### src/ema_with_sma_seed_unit_macros.svh
// Assertion macros shared by the moving average unit files.
// No dependencies; define ASSERT_OFF to compile the checks out.
`ifndef EMA_WITH_SMA_SEED_UNIT_MACROS_SVH
`define EMA_WITH_SMA_SEED_UNIT_MACROS_SVH

`ifndef ASSERT_OFF

`define EWSS_ASSERT_ALWAYS(lbl, clk, rst, expr) \
   lbl: assert property (@(posedge clk) disable iff (rst) (expr)) \
      else $error("invariant violated");

`define EWSS_ASSERT_IMPL(lbl, clk, rst, ante, cons) \
   lbl: assert property (@(posedge clk) disable iff (rst) (ante) |-> (cons)) \
      else $error("implication violated");

`define EWSS_ASSERT_NEXT(lbl, clk, rst, ante, cons) \
   lbl: assert property (@(posedge clk) disable iff (rst) (ante) |=> (cons)) \
      else $error("next-cycle check violated");

`else

`define EWSS_ASSERT_ALWAYS(lbl, clk, rst, expr)

`define EWSS_ASSERT_IMPL(lbl, clk, rst, ante, cons)

`define EWSS_ASSERT_NEXT(lbl, clk, rst, ante, cons)

`endif

`endif

### src/ewss_pkg.sv
// Shared types, widths and register codes for the moving average unit.
// No dependencies.
package ewss_pkg;

   localparam int PRICE_W  = 32;
   localparam int TIME_W   = 40;
   localparam int ALPHA_W  = 17;
   localparam int PROD_W   = PRICE_W + ALPHA_W;
   localparam int PERIOD_W = 11;
   localparam int MUL_CNT_W = $clog2(ALPHA_W + 1);

   localparam int CSR_ADDR_W = 4;
   localparam int CSR_DATA_W = 32;

   localparam logic [ALPHA_W-1:0] ALPHA_ONE = 17'h10000;

   // default alpha = 131072 / (N+1)
   localparam int                      ALPHA_DIVD_W = 18;
   localparam logic [ALPHA_DIVD_W-1:0] ALPHA_DIVD   = 18'd131072;

   localparam logic [PRICE_W-1:0] PRICE_MAX = 32'hFFFF_FFFF;

   localparam logic [1:0] REG_PERIOD        = 2'd0;
   localparam logic [1:0] REG_DEFAULT_ALPHA = 2'd1;
   localparam logic [1:0] REG_SMOOTHING     = 2'd2;

   typedef struct packed {
      logic busy;
      logic done;
   } serial_status_type;

   function automatic logic [ALPHA_W-1:0] clamp_alpha(input logic [ALPHA_DIVD_W-1:0] a);
      if (a > ALPHA_DIVD_W'(ALPHA_ONE)) begin
         return ALPHA_ONE;
      end
      return a[ALPHA_W-1:0];
   endfunction

endpackage

### src/ewss_divider.sv
// Bit-serial restoring divider: one quotient bit per cycle.
// Depends on ewss_pkg and the assertion macro header.
`include "ema_with_sma_seed_unit_macros.svh"

module ewss_divider import ewss_pkg::*; #(
   parameter int DIVD_W = 42,
   parameter int DIVS_W = 11,
   parameter int ITER_W = 6
) (
   input  logic              clock,
   input  logic              reset,
   input  logic              start,
   input  logic [DIVD_W-1:0] dividend,
   input  logic [DIVS_W-1:0] divisor,
   input  logic [ITER_W-1:0] iterations,
   output serial_status_type status,
   output logic [DIVD_W-1:0] quotient
);

   logic [DIVD_W-1:0] shreg_ff, shreg_in;
   logic [DIVS_W-1:0] rem_ff, rem_in;
   logic [DIVS_W-1:0] divisor_ff, divisor_in;
   logic [ITER_W-1:0] left_ff, left_in;
   logic              busy_ff, busy_in;
   logic              done_ff, done_in;

   logic [DIVS_W:0]   trial;
   logic              qbit;

   // dividend bits leave at the top, quotient bits enter at the bottom
   assign trial = {rem_ff, shreg_ff[DIVD_W-1]};
   assign qbit  = (trial >= {1'b0, divisor_ff});

   always_comb begin
      shreg_in   = shreg_ff;
      rem_in     = rem_ff;
      divisor_in = divisor_ff;
      left_in    = left_ff;
      busy_in    = busy_ff;
      done_in    = 1'b0;
      if (start) begin
         shreg_in   = dividend;
         rem_in     = '0;
         divisor_in = divisor;
         left_in    = iterations;
         busy_in    = 1'b1;
      end else if (busy_ff) begin
         shreg_in = {shreg_ff[DIVD_W-2:0], qbit};
         rem_in   = qbit ? DIVS_W'(trial - {1'b0, divisor_ff}) : trial[DIVS_W-1:0];
         left_in  = left_ff - ITER_W'(1);
         if (left_ff == ITER_W'(1)) begin
            busy_in = 1'b0;
            done_in = 1'b1;
         end
      end
   end

   always_ff @(posedge clock) begin
      if (reset) begin
         busy_ff <= 1'b0;
         done_ff <= 1'b0;
         left_ff <= '0;
      end else begin
         busy_ff <= busy_in;
         done_ff <= done_in;
         left_ff <= left_in;
      end
      shreg_ff   <= shreg_in;
      rem_ff     <= rem_in;
      divisor_ff <= divisor_in;
   end

   assign status.busy = busy_ff;
   assign status.done = done_ff;
   assign quotient    = shreg_ff;

   `EWSS_ASSERT_IMPL(a_div_no_restart, clock, reset, start, !busy_ff)
   `EWSS_ASSERT_IMPL(a_div_rem_below, clock, reset, busy_ff, rem_ff < divisor_ff)
   `EWSS_ASSERT_NEXT(a_div_done_once, clock, reset, done_ff, !done_ff)

endmodule

### src/ewss_multiplier.sv
// Bit-serial shift-add multiplier: alpha times a price difference, MSB first.
// Depends on ewss_pkg and the assertion macro header.
`include "ema_with_sma_seed_unit_macros.svh"

module ewss_multiplier import ewss_pkg::*; (
   input  logic               clock,
   input  logic               reset,
   input  logic               start,
   input  logic [ALPHA_W-1:0] alpha,
   input  logic [PRICE_W-1:0] operand,
   output serial_status_type  status,
   output logic [PROD_W-1:0]  product
);

   logic [ALPHA_W-1:0]   alpha_ff, alpha_in;
   logic [PRICE_W-1:0]   operand_ff, operand_in;
   logic [PROD_W-1:0]    acc_ff, acc_in;
   logic [MUL_CNT_W-1:0] left_ff, left_in;
   logic                 busy_ff, busy_in;
   logic                 done_ff, done_in;

   always_comb begin
      alpha_in   = alpha_ff;
      operand_in = operand_ff;
      acc_in     = acc_ff;
      left_in    = left_ff;
      busy_in    = busy_ff;
      done_in    = 1'b0;
      if (start) begin
         alpha_in   = alpha;
         operand_in = operand;
         acc_in     = '0;
         left_in    = MUL_CNT_W'(ALPHA_W);
         busy_in    = 1'b1;
      end else if (busy_ff) begin
         acc_in   = {acc_ff[PROD_W-2:0], 1'b0}
                  + (alpha_ff[ALPHA_W-1] ? PROD_W'(operand_ff) : '0);
         alpha_in = {alpha_ff[ALPHA_W-2:0], 1'b0};
         left_in  = left_ff - MUL_CNT_W'(1);
         if (left_ff == MUL_CNT_W'(1)) begin
            busy_in = 1'b0;
            done_in = 1'b1;
         end
      end
   end

   always_ff @(posedge clock) begin
      if (reset) begin
         busy_ff <= 1'b0;
         done_ff <= 1'b0;
         left_ff <= '0;
      end else begin
         busy_ff <= busy_in;
         done_ff <= done_in;
         left_ff <= left_in;
      end
      alpha_ff   <= alpha_in;
      operand_ff <= operand_in;
      acc_ff     <= acc_in;
   end

   assign status.busy = busy_ff;
   assign status.done = done_ff;
   assign product     = acc_ff;

   `EWSS_ASSERT_IMPL(a_mul_no_restart, clock, reset, start, !busy_ff)
   `EWSS_ASSERT_IMPL(a_mul_drained, clock, reset, done_ff, alpha_ff == '0)
   `EWSS_ASSERT_IMPL(a_mul_status_excl, clock, reset, done_ff, !busy_ff)

endmodule

### src/ema_with_sma_seed_unit.sv
// Exponential moving average with a simple-average seed. Each transaction
// carries one Q16.16 price and a timestamp. The first N-1 samples of a series
// are summed and give no result; the Nth starts a bit-serial divide of the sum
// by the count, one step for each of the 42 sum bits at the default MAX_PERIOD,
// and the seed goes to the average register and then out via the output state.
// Later samples run the update through a bit-serial multiplier, one alpha bit
// per cycle, with the smoothing factor register as alpha, or with the default
// alpha, which first runs 18 divide steps to form 131072/(N+1). One item is in
// work at a time; a finished result waits in the output register while the
// next transaction is already accepted.
// Depends on ewss_pkg, ewss_divider, ewss_multiplier and the macro header.
`include "ema_with_sma_seed_unit_macros.svh"

module ema_with_sma_seed_unit import ewss_pkg::*; #(
   parameter int MAX_PERIOD = 1024
) (
   input  logic                  clock,
   input  logic                  reset,
   input  logic                  req_valid,
   output logic                  req_ready,
   input  logic [PRICE_W-1:0]    req_close_price,
   input  logic [TIME_W-1:0]     req_sample_time,
   input  logic                  req_series_start,
   output logic                  rsp_valid,
   input  logic                  rsp_ready,
   output logic [PRICE_W-1:0]    rsp_ema_value,
   output logic [TIME_W-1:0]     rsp_result_time,
   input  logic                  csr_psel,
   input  logic                  csr_penable,
   input  logic                  csr_pwrite,
   input  logic [CSR_ADDR_W-1:0] csr_paddr,
   input  logic [CSR_DATA_W-1:0] csr_pwdata,
   output logic [CSR_DATA_W-1:0] csr_prdata,
   output logic                  csr_pready
);

   // the period register is 11 bits, so the cap never exceeds its range
   localparam int PERIOD_CAP = (MAX_PERIOD > 2047) ? 2047 : MAX_PERIOD;
   localparam int CNT_W      = $clog2(PERIOD_CAP + 1);
   localparam int SUM_W      = PRICE_W + $clog2(PERIOD_CAP);
   localparam int DIVS_W     = $clog2(PERIOD_CAP + 2);
   localparam int ITER_W     = $clog2(SUM_W + 1);

   localparam logic [2:0] ST_IDLE      = 3'd0;
   localparam logic [2:0] ST_SEED_DIV  = 3'd1;
   localparam logic [2:0] ST_ALPHA_DIV = 3'd2;
   localparam logic [2:0] ST_MUL       = 3'd3;
   localparam logic [2:0] ST_OUT       = 3'd4;

   // configuration
   logic [PERIOD_W-1:0] period_ff;
   logic                def_alpha_ff;
   logic [ALPHA_W-1:0]  smooth_ff;
   logic                csr_wr;
   logic [1:0]          csr_index;

   // series state
   logic [2:0]          state_ff, state_in;
   logic [SUM_W-1:0]    sum_ff, sum_in;
   logic [CNT_W-1:0]    cnt_ff, cnt_in;
   logic                seeded_ff, seeded_in;
   logic [PRICE_W-1:0]  avg_ff, avg_in;
   logic [TIME_W-1:0]   time_ff, time_in;
   logic                up_ff, up_in;
   logic [PRICE_W-1:0]  diff_ff, diff_in;

   // output register
   logic                rsp_valid_ff, rsp_valid_in;
   logic [PRICE_W-1:0]  rsp_ema_ff, rsp_ema_in;
   logic [TIME_W-1:0]   rsp_time_ff, rsp_time_in;

   logic                accept;
   logic [CNT_W-1:0]    n_eff;
   logic                seeded_eff;
   logic [SUM_W-1:0]    sum_new;
   logic [CNT_W-1:0]    cnt_new;
   logic                warm_done;
   logic                up_now;
   logic [PRICE_W-1:0]  diff_now;
   logic                out_free;

   logic                div_start;
   logic [SUM_W-1:0]    div_dividend;
   logic [DIVS_W-1:0]   div_divisor;
   logic [ITER_W-1:0]   div_iter;
   serial_status_type   div_stat;
   logic [SUM_W-1:0]    div_quot;

   logic                mul_start;
   logic [ALPHA_W-1:0]  mul_alpha;
   logic [PRICE_W-1:0]  mul_operand;
   serial_status_type   mul_stat;
   logic [PROD_W-1:0]   mul_prod;
   logic [PRICE_W:0]    step;

   // ---------------- configuration port ----------------
   assign csr_pready = 1'b1;
   assign csr_index  = csr_paddr[3:2];
   assign csr_wr     = csr_psel && csr_penable && csr_pwrite && csr_pready;

   always_ff @(posedge clock) begin
      if (reset) begin
         period_ff    <= PERIOD_W'(20);
         def_alpha_ff <= 1'b1;
         smooth_ff    <= ALPHA_W'(6241);
      end else if (csr_wr) begin
         unique case (csr_index)
            REG_PERIOD:        period_ff    <= csr_pwdata[PERIOD_W-1:0];
            REG_DEFAULT_ALPHA: def_alpha_ff <= csr_pwdata[0];
            REG_SMOOTHING:     smooth_ff    <= csr_pwdata[ALPHA_W-1:0];
            default: ;
         endcase
      end
   end

   always_comb begin
      unique case (csr_index)
         REG_PERIOD:        csr_prdata = CSR_DATA_W'(period_ff);
         REG_DEFAULT_ALPHA: csr_prdata = CSR_DATA_W'(def_alpha_ff);
         REG_SMOOTHING:     csr_prdata = CSR_DATA_W'(smooth_ff);
         default:           csr_prdata = '0;
      endcase
   end

   // ---------------- transaction intake ----------------
   assign req_ready = (state_ff == ST_IDLE);
   assign accept    = req_valid && req_ready;

   always_comb begin
      if (period_ff == '0) begin
         n_eff = CNT_W'(1);
      end else if (period_ff > PERIOD_W'(PERIOD_CAP)) begin
         n_eff = CNT_W'(PERIOD_CAP);
      end else begin
         n_eff = period_ff[CNT_W-1:0];
      end
   end

   assign seeded_eff = seeded_ff && !req_series_start;
   assign sum_new    = (req_series_start ? '0 : sum_ff) + SUM_W'(req_close_price);
   assign cnt_new    = (req_series_start ? '0 : cnt_ff) + CNT_W'(1);
   assign warm_done  = (cnt_new >= n_eff);
   assign up_now     = (req_close_price >= avg_ff);
   assign diff_now   = up_now ? (req_close_price - avg_ff) : (avg_ff - req_close_price);

   // ---------------- serial units ----------------
   assign div_start    = accept && (seeded_eff ? def_alpha_ff : warm_done);
   assign div_dividend = seeded_eff ? {ALPHA_DIVD, {(SUM_W - ALPHA_DIVD_W){1'b0}}} : sum_new;
   assign div_divisor  = seeded_eff ? (DIVS_W'(n_eff) + DIVS_W'(1)) : DIVS_W'(cnt_new);
   assign div_iter     = seeded_eff ? ITER_W'(ALPHA_DIVD_W) : ITER_W'(SUM_W);

   ewss_divider #(
      .DIVD_W (SUM_W),
      .DIVS_W (DIVS_W),
      .ITER_W (ITER_W)
   ) u_divider (
      .clock      (clock),
      .reset      (reset),
      .start      (div_start),
      .dividend   (div_dividend),
      .divisor    (div_divisor),
      .iterations (div_iter),
      .status     (div_stat),
      .quotient   (div_quot)
   );

   assign mul_start = (accept && seeded_eff && !def_alpha_ff)
                   || (state_ff == ST_ALPHA_DIV && div_stat.done);
   assign mul_alpha = (state_ff == ST_ALPHA_DIV)
                    ? clamp_alpha(div_quot[ALPHA_DIVD_W-1:0])
                    : clamp_alpha(ALPHA_DIVD_W'(smooth_ff));
   assign mul_operand = (state_ff == ST_IDLE) ? diff_now : diff_ff;

   ewss_multiplier u_multiplier (
      .clock   (clock),
      .reset   (reset),
      .start   (mul_start),
      .alpha   (mul_alpha),
      .operand (mul_operand),
      .status  (mul_stat),
      .product (mul_prod)
   );

   // floor of a negative step rounds its magnitude up
   assign step = mul_prod[PROD_W-1:16]
               + (PRICE_W + 1)'(!up_ff && (mul_prod[15:0] != '0));

   // ---------------- sequencer ----------------
   assign out_free = !rsp_valid_ff || rsp_ready;

   always_comb begin
      state_in     = state_ff;
      sum_in       = sum_ff;
      cnt_in       = cnt_ff;
      seeded_in    = seeded_ff;
      avg_in       = avg_ff;
      time_in      = time_ff;
      up_in        = up_ff;
      diff_in      = diff_ff;
      rsp_valid_in = rsp_valid_ff && !rsp_ready;
      rsp_ema_in   = rsp_ema_ff;
      rsp_time_in  = rsp_time_ff;
      unique case (state_ff)
         ST_IDLE: begin
            if (accept) begin
               time_in = req_sample_time;
               up_in   = up_now;
               diff_in = diff_now;
               if (!seeded_eff) begin
                  if (!warm_done) begin
                     sum_in    = sum_new;
                     cnt_in    = cnt_new;
                     seeded_in = 1'b0;
                  end else begin
                     sum_in    = '0;
                     cnt_in    = '0;
                     seeded_in = 1'b1;
                     state_in  = ST_SEED_DIV;
                  end
               end else begin
                  state_in = def_alpha_ff ? ST_ALPHA_DIV : ST_MUL;
               end
            end
         end
         ST_SEED_DIV: begin
            if (div_stat.done) begin
               avg_in   = (div_quot > SUM_W'(PRICE_MAX)) ? PRICE_MAX : div_quot[PRICE_W-1:0];
               state_in = ST_OUT;
            end
         end
         ST_ALPHA_DIV: begin
            if (div_stat.done) begin
               state_in = ST_MUL;
            end
         end
         ST_MUL: begin
            if (mul_stat.done) begin
               avg_in   = up_ff ? (avg_ff + step[PRICE_W-1:0]) : (avg_ff - step[PRICE_W-1:0]);
               state_in = ST_OUT;
            end
         end
         ST_OUT: begin
            if (out_free) begin
               rsp_valid_in = 1'b1;
               rsp_ema_in   = avg_ff;
               rsp_time_in  = time_ff;
               state_in     = ST_IDLE;
            end
         end
         default: state_in = ST_IDLE;
      endcase
   end

   always_ff @(posedge clock) begin
      if (reset) begin
         state_ff     <= ST_IDLE;
         sum_ff       <= '0;
         cnt_ff       <= '0;
         seeded_ff    <= 1'b0;
         avg_ff       <= '0;
         rsp_valid_ff <= 1'b0;
      end else begin
         state_ff     <= state_in;
         sum_ff       <= sum_in;
         cnt_ff       <= cnt_in;
         seeded_ff    <= seeded_in;
         avg_ff       <= avg_in;
         rsp_valid_ff <= rsp_valid_in;
      end
      time_ff     <= time_in;
      up_ff       <= up_in;
      diff_ff     <= diff_in;
      rsp_ema_ff  <= rsp_ema_in;
      rsp_time_ff <= rsp_time_in;
   end

   assign rsp_valid       = rsp_valid_ff;
   assign rsp_ema_value   = rsp_ema_ff;
   assign rsp_result_time = rsp_time_ff;

   `EWSS_ASSERT_ALWAYS(a_cnt_capped, clock, reset, cnt_ff < CNT_W'(PERIOD_CAP))
   `EWSS_ASSERT_IMPL(a_mul_in_flight, clock, reset, state_ff == ST_MUL,
      mul_stat.busy || mul_stat.done)
   `EWSS_ASSERT_IMPL(a_div_in_flight, clock, reset,
      state_ff == ST_SEED_DIV || state_ff == ST_ALPHA_DIV,
      div_stat.busy || div_stat.done)
   `EWSS_ASSERT_NEXT(a_result_posted, clock, reset, state_ff == ST_OUT && out_free,
      rsp_valid_ff && state_ff == ST_IDLE)

endmodule
### config.mk
export PLATFORM = sky130hd
export DESIGN_NAME = ema_with_sma_seed_unit
export DESIGN_NICKNAME = d
export VERILOG_FILES = /design/src/ewss_pkg.sv /design/src/ewss_divider.sv /design/src/ewss_multiplier.sv /design/src/ema_with_sma_seed_unit.sv
export VERILOG_INCLUDE_DIRS = /design/src /design/src/src
export SDC_FILE = /design/constraint.sdc
export NUM_CORES = 1
export LEC_CHECK = 0
export BUFFER_PORTS_ARGS = -buffer_cell sky130_fd_sc_hd__buf_2
export CAP_MARGIN = 20
export CORE_UTILIZATION = 45
export CTS_BUF_LIST = sky130_fd_sc_hd__clkbuf_16
export CTS_CLUSTER_DIAMETER = 150
export DETAILED_ROUTE_END_ITERATION = 16
export PLACE_DENSITY = 0.74
export SKIP_LAST_GASP = 1
export SLEW_MARGIN = 5
export SYNTH_ARGS = -nofsm -noshare
export SYNTH_HDL_FRONTEND = slang
export SYNTH_SLANG_ARGS = --single-unit
export TNS_END_PERCENT = 20
### constraint.sdc
create_clock -name clock -period 10.3 [get_ports clock]
set_clock_uncertainty 0.05 [all_clocks]
set_input_delay 1.03 -clock clock [delete_from_list [all_inputs] [get_ports clock]]
set_output_delay 1.03 -clock clock [all_outputs]
set_load 0.05 [all_outputs]
==> flow_summary.yaml <==
yosys:
  synth-async-reset-ratio_pct: 0
  seq_area_frac_synth_pct: 40.1
  synth_fa_ha_area_share_pct: 9.02
  synth_edf_count: 247
  synth.mux.area_fraction_pct: 2.18
  avgSynthCellArea_um2: 8.92
  synth_compound_area_share_pct: 19.2
  synth_top_family_by_area: "compound AO/OA/AOI/OAI gates"
  syn_area_mm2: 0.0281
  synth_cell_type_count: 89
  yosysWarnings: 0
  synth-xor-area-share_pct: 7.01
  synth-seq-cells: 440
  synth_ff_type: "edfxtp_1"
  yosys.area_share.simple_pct: 17.8
  postSynthCellCount: 3153
layout:
  most-common-layout-cells: "373 x nand2_1, 295 x a21oi_1, 247 x edfxtp_1, 225 x nor2_1, 193 x ha_1"
  nFillCells: 5781
  fin_cells: 4139
  fin_nets: 3574
  final_common_cell: "nand2_1"
  n_antenna_cell: 0
  area_growth_pct: 11.1
  final_area_mm2: 0.0312
  layout-drive-gt1-share_pct: 10.1
clock_tree:
  cts_resized: 0
  cts_buffers: 52
  clock-root-buffer: "clkbuf_16"
  clk_pin_slew_ns: 0.06
  cts_buffer_depth: 3
  cts_sinks: 440
  h-tree-depth: 2
  post_cts_buffers: 0
  worstSkewPairLatency_ns: 0.62
  cts_tree: "built"
  cts-hold-fix-buffers: 0
drt:
  via_per_inst: 5.79
  ant_nets: 0
  vias: 24000
  dr.first_iter.drc_count: 2097
  drc: 0
  routed_wl_mm: 79.9
  wl_per_cell_um: 19.3
  dr.pass1.iters: 6
power_and_ir_drop:
  power_frac_comb_pct: 24.9
  power_uw: 5200
  seqPwrFrac_pct: 41.9
  power.density_mw_per_mm2: 166
  p_sw_uw: 1690
  netSwitchingFraction_pct: 32.5
  clkPwrFrac_pct: 33.2
  vdd_ir_drop_max_mv: 0.152
  intPower_uw: 3510
  leakage_uw: 0.0125
sta:
  max_slew.worst_pin.slew_ns: 1.09
  post-route-period-util_pct: 62.8
  finalHoldViolations: 0
  setup_ws_ns: 3.83
  fin_tns_setup_ns: 0
  fmax_ghz: 0.155
  slew_viol_final: 0
  rsz0062_at_grt: "no"
  setup_viol: 0
  fin_crit_ns: 6.47
  maxSlewHeadroom_pct: 26.8
setup_path:
  cp_data_arrival_time_ns: 6.86
  crit_chain: "buf_2 > buf_4 > clkinv_1 > nand2_1 > inv_1 > ha_1 > ha_1 > a21o_1 > a21o_1 > a21o_1 > a21o_1 > a2111oi_0 > o31a_1 > a211o_2 > buf_4 > clkinv_1 > buf_4 > nor2_1 > inv_1 > buf_4 > a21oi_1 > nor3_1"
  cp_slowest_stage_delay_ns: 0.64
  r2r-start: "u_multiplier.product[11]"
  critPathRequiredTime_ns: 10.69
  r2r_slack_ns: 3.91
  crit_start: "req_series_start"
  cp_slowest_cell: "clkinv_1"
  start_kind: "input pin"
  cp_max_fo: 56
  crit_path_end_kind: "flop"
  critical_path_class: "in2reg"
place:
  post-place-ws_ns: 3.28
  hpwl_mm: 58.8
  gp_congestion: 0.952
  post_dp_cell_area_mm2: 0.0296
  place_inst: 4039
  numPortBuffers: 189
global_route:
  grt_pass1_wl_mm: 124
  grt_start_max_net_pins: 82
  grt_util_all_layers_pct: 24.6
  grt_pass1_vias: 22100
  antenna_found_initial: 2
  grt.overflow.total: 0
floorplan:
  io_pins: 223
  core-area_mm2: 0.0617
  die_h_um: 252
  die_area_mm2: 0.0635
  initial_utilization_pct: 45.6
  die_w_um: 252
  num_rows: 91
run_status:
  status: "completed"
run:
  drv_cap: 0
min_path:
  hold_class: "reg2reg"
  worstHoldStart: "time_ff[35]"
## registers in the layout (all words and copies together), names as in the netlist, 3 cells and up
register                 cells
u_multiplier.product        48
sum_ff                      42
u_divider.quotient          42
rsp_result_time             40
time_ff                     40
avg_ff                      32
diff_ff                     32
rsp_ema_value               32
u_multiplier.operand_ff     32
smooth_ff                   17
u_multiplier.alpha_ff       17
cnt_ff                      11
period_ff                   11
u_divider.divisor_ff        11
u_divider.rem_ff            11
u_divider.left_ff            6
u_multiplier.left_ff         5
state_ff                     3
## critical path: cells and delay by family
kind	cells	cell delay, ns
buffers and inverters	9	2.91
AND/OR/NAND/NOR	3	0.58
adder cells (fa/ha/maj)	2	0.62
AO/OA/AOI/OAI	8	1.64
## cell usage after synthesis (71+ instances only)
cell type | count | area share (%)
nand2_1 | 373 | 5.0
a21oi_1 | 295 | 5.3
edfxtp_1 | 247 | 26
nor2_1 | 228 | 3.0
dfxtp_1 | 193 | 14
ha_1 | 193 | 8.6
o21ai_0 | 156 | 2.8
xnor2_1 | 155 | 4.8
inv_1 | 137 | 1.8
clkbuf_1 | 127 | 1.7
nand3_1 | 97 | 1.7
a21o_1 | 71 | 1.9
nor2b_1 | 71 | 1.6
## path summary, 6_finish.rpt
kind                     endpoint  depth (start not counted)
max          u_divider.left_ff[5]                         22
min           rsp_result_time[35]                          0
max reg2reg            avg_ff[30]                         25
min reg2reg   rsp_result_time[35]                          0
## power by group through the flow
stage	logic (uW)	clock network (uW)	registers [uW]
2_1_floorplan	994	0	2150
3_3_place_gp	1250	0	2200
3_5_place_dp	1260	0	2210
4_1_cts	1280	1750	2170
5_1_grt	1430	1820	2190
6_report	1290	1730	2180
## layer usage
layer	routed length, um	part of all wire, %	up-vias	GRT usage [%]
met2	36700	46	926	39.5
met5	0	0	-	0
met3	5860	7.3	145	3.62
li1	-	-	11600	-
met1	34800	44	11300	33.6
met4	2480	3.1	0	8.66
## layout make-up
| cell class | count | area [um^2] | share of cell area (%) |
|---|---|---|---|
| clock inverters | 44 | 255 | 0.817 |
| clock buffers | 53 | 1330 | 4.25 |
| multi-input cells | 2408 | 15600 | 50.0 |
| inverters | 141 | 529 | 1.69 |
| well taps | 837 | 1050 | 3.35 |
| flip-flops and latches | 440 | 11300 | 36.1 |
| repair buffers | 216 | 1160 | 3.72 |
## cells by family after synthesis
group                    Yosys count
XOR/XNOR                         225
other                              2
buffers and inverters            319
adder cells (fa/ha/maj)          199
flip-flops                       440
AO/OA/AOI/OAI                    851
multiplexers                      59
AND/OR/NAND/NOR                 1058
## metrics by stage
| step | hold WS [ns] | utilization, % |
|---|---|---|
| global route | 0.369 | 50.6 |
| CTS | 0.355 | 50.5 |
| global placement | 0.350 | 48.0 |
| floorplan | 0.350 | - |
| detailed placement | 0.355 | 48.0 |
| finish | 0.352 | 50.6 |
(Power assumes the default switching activity.)
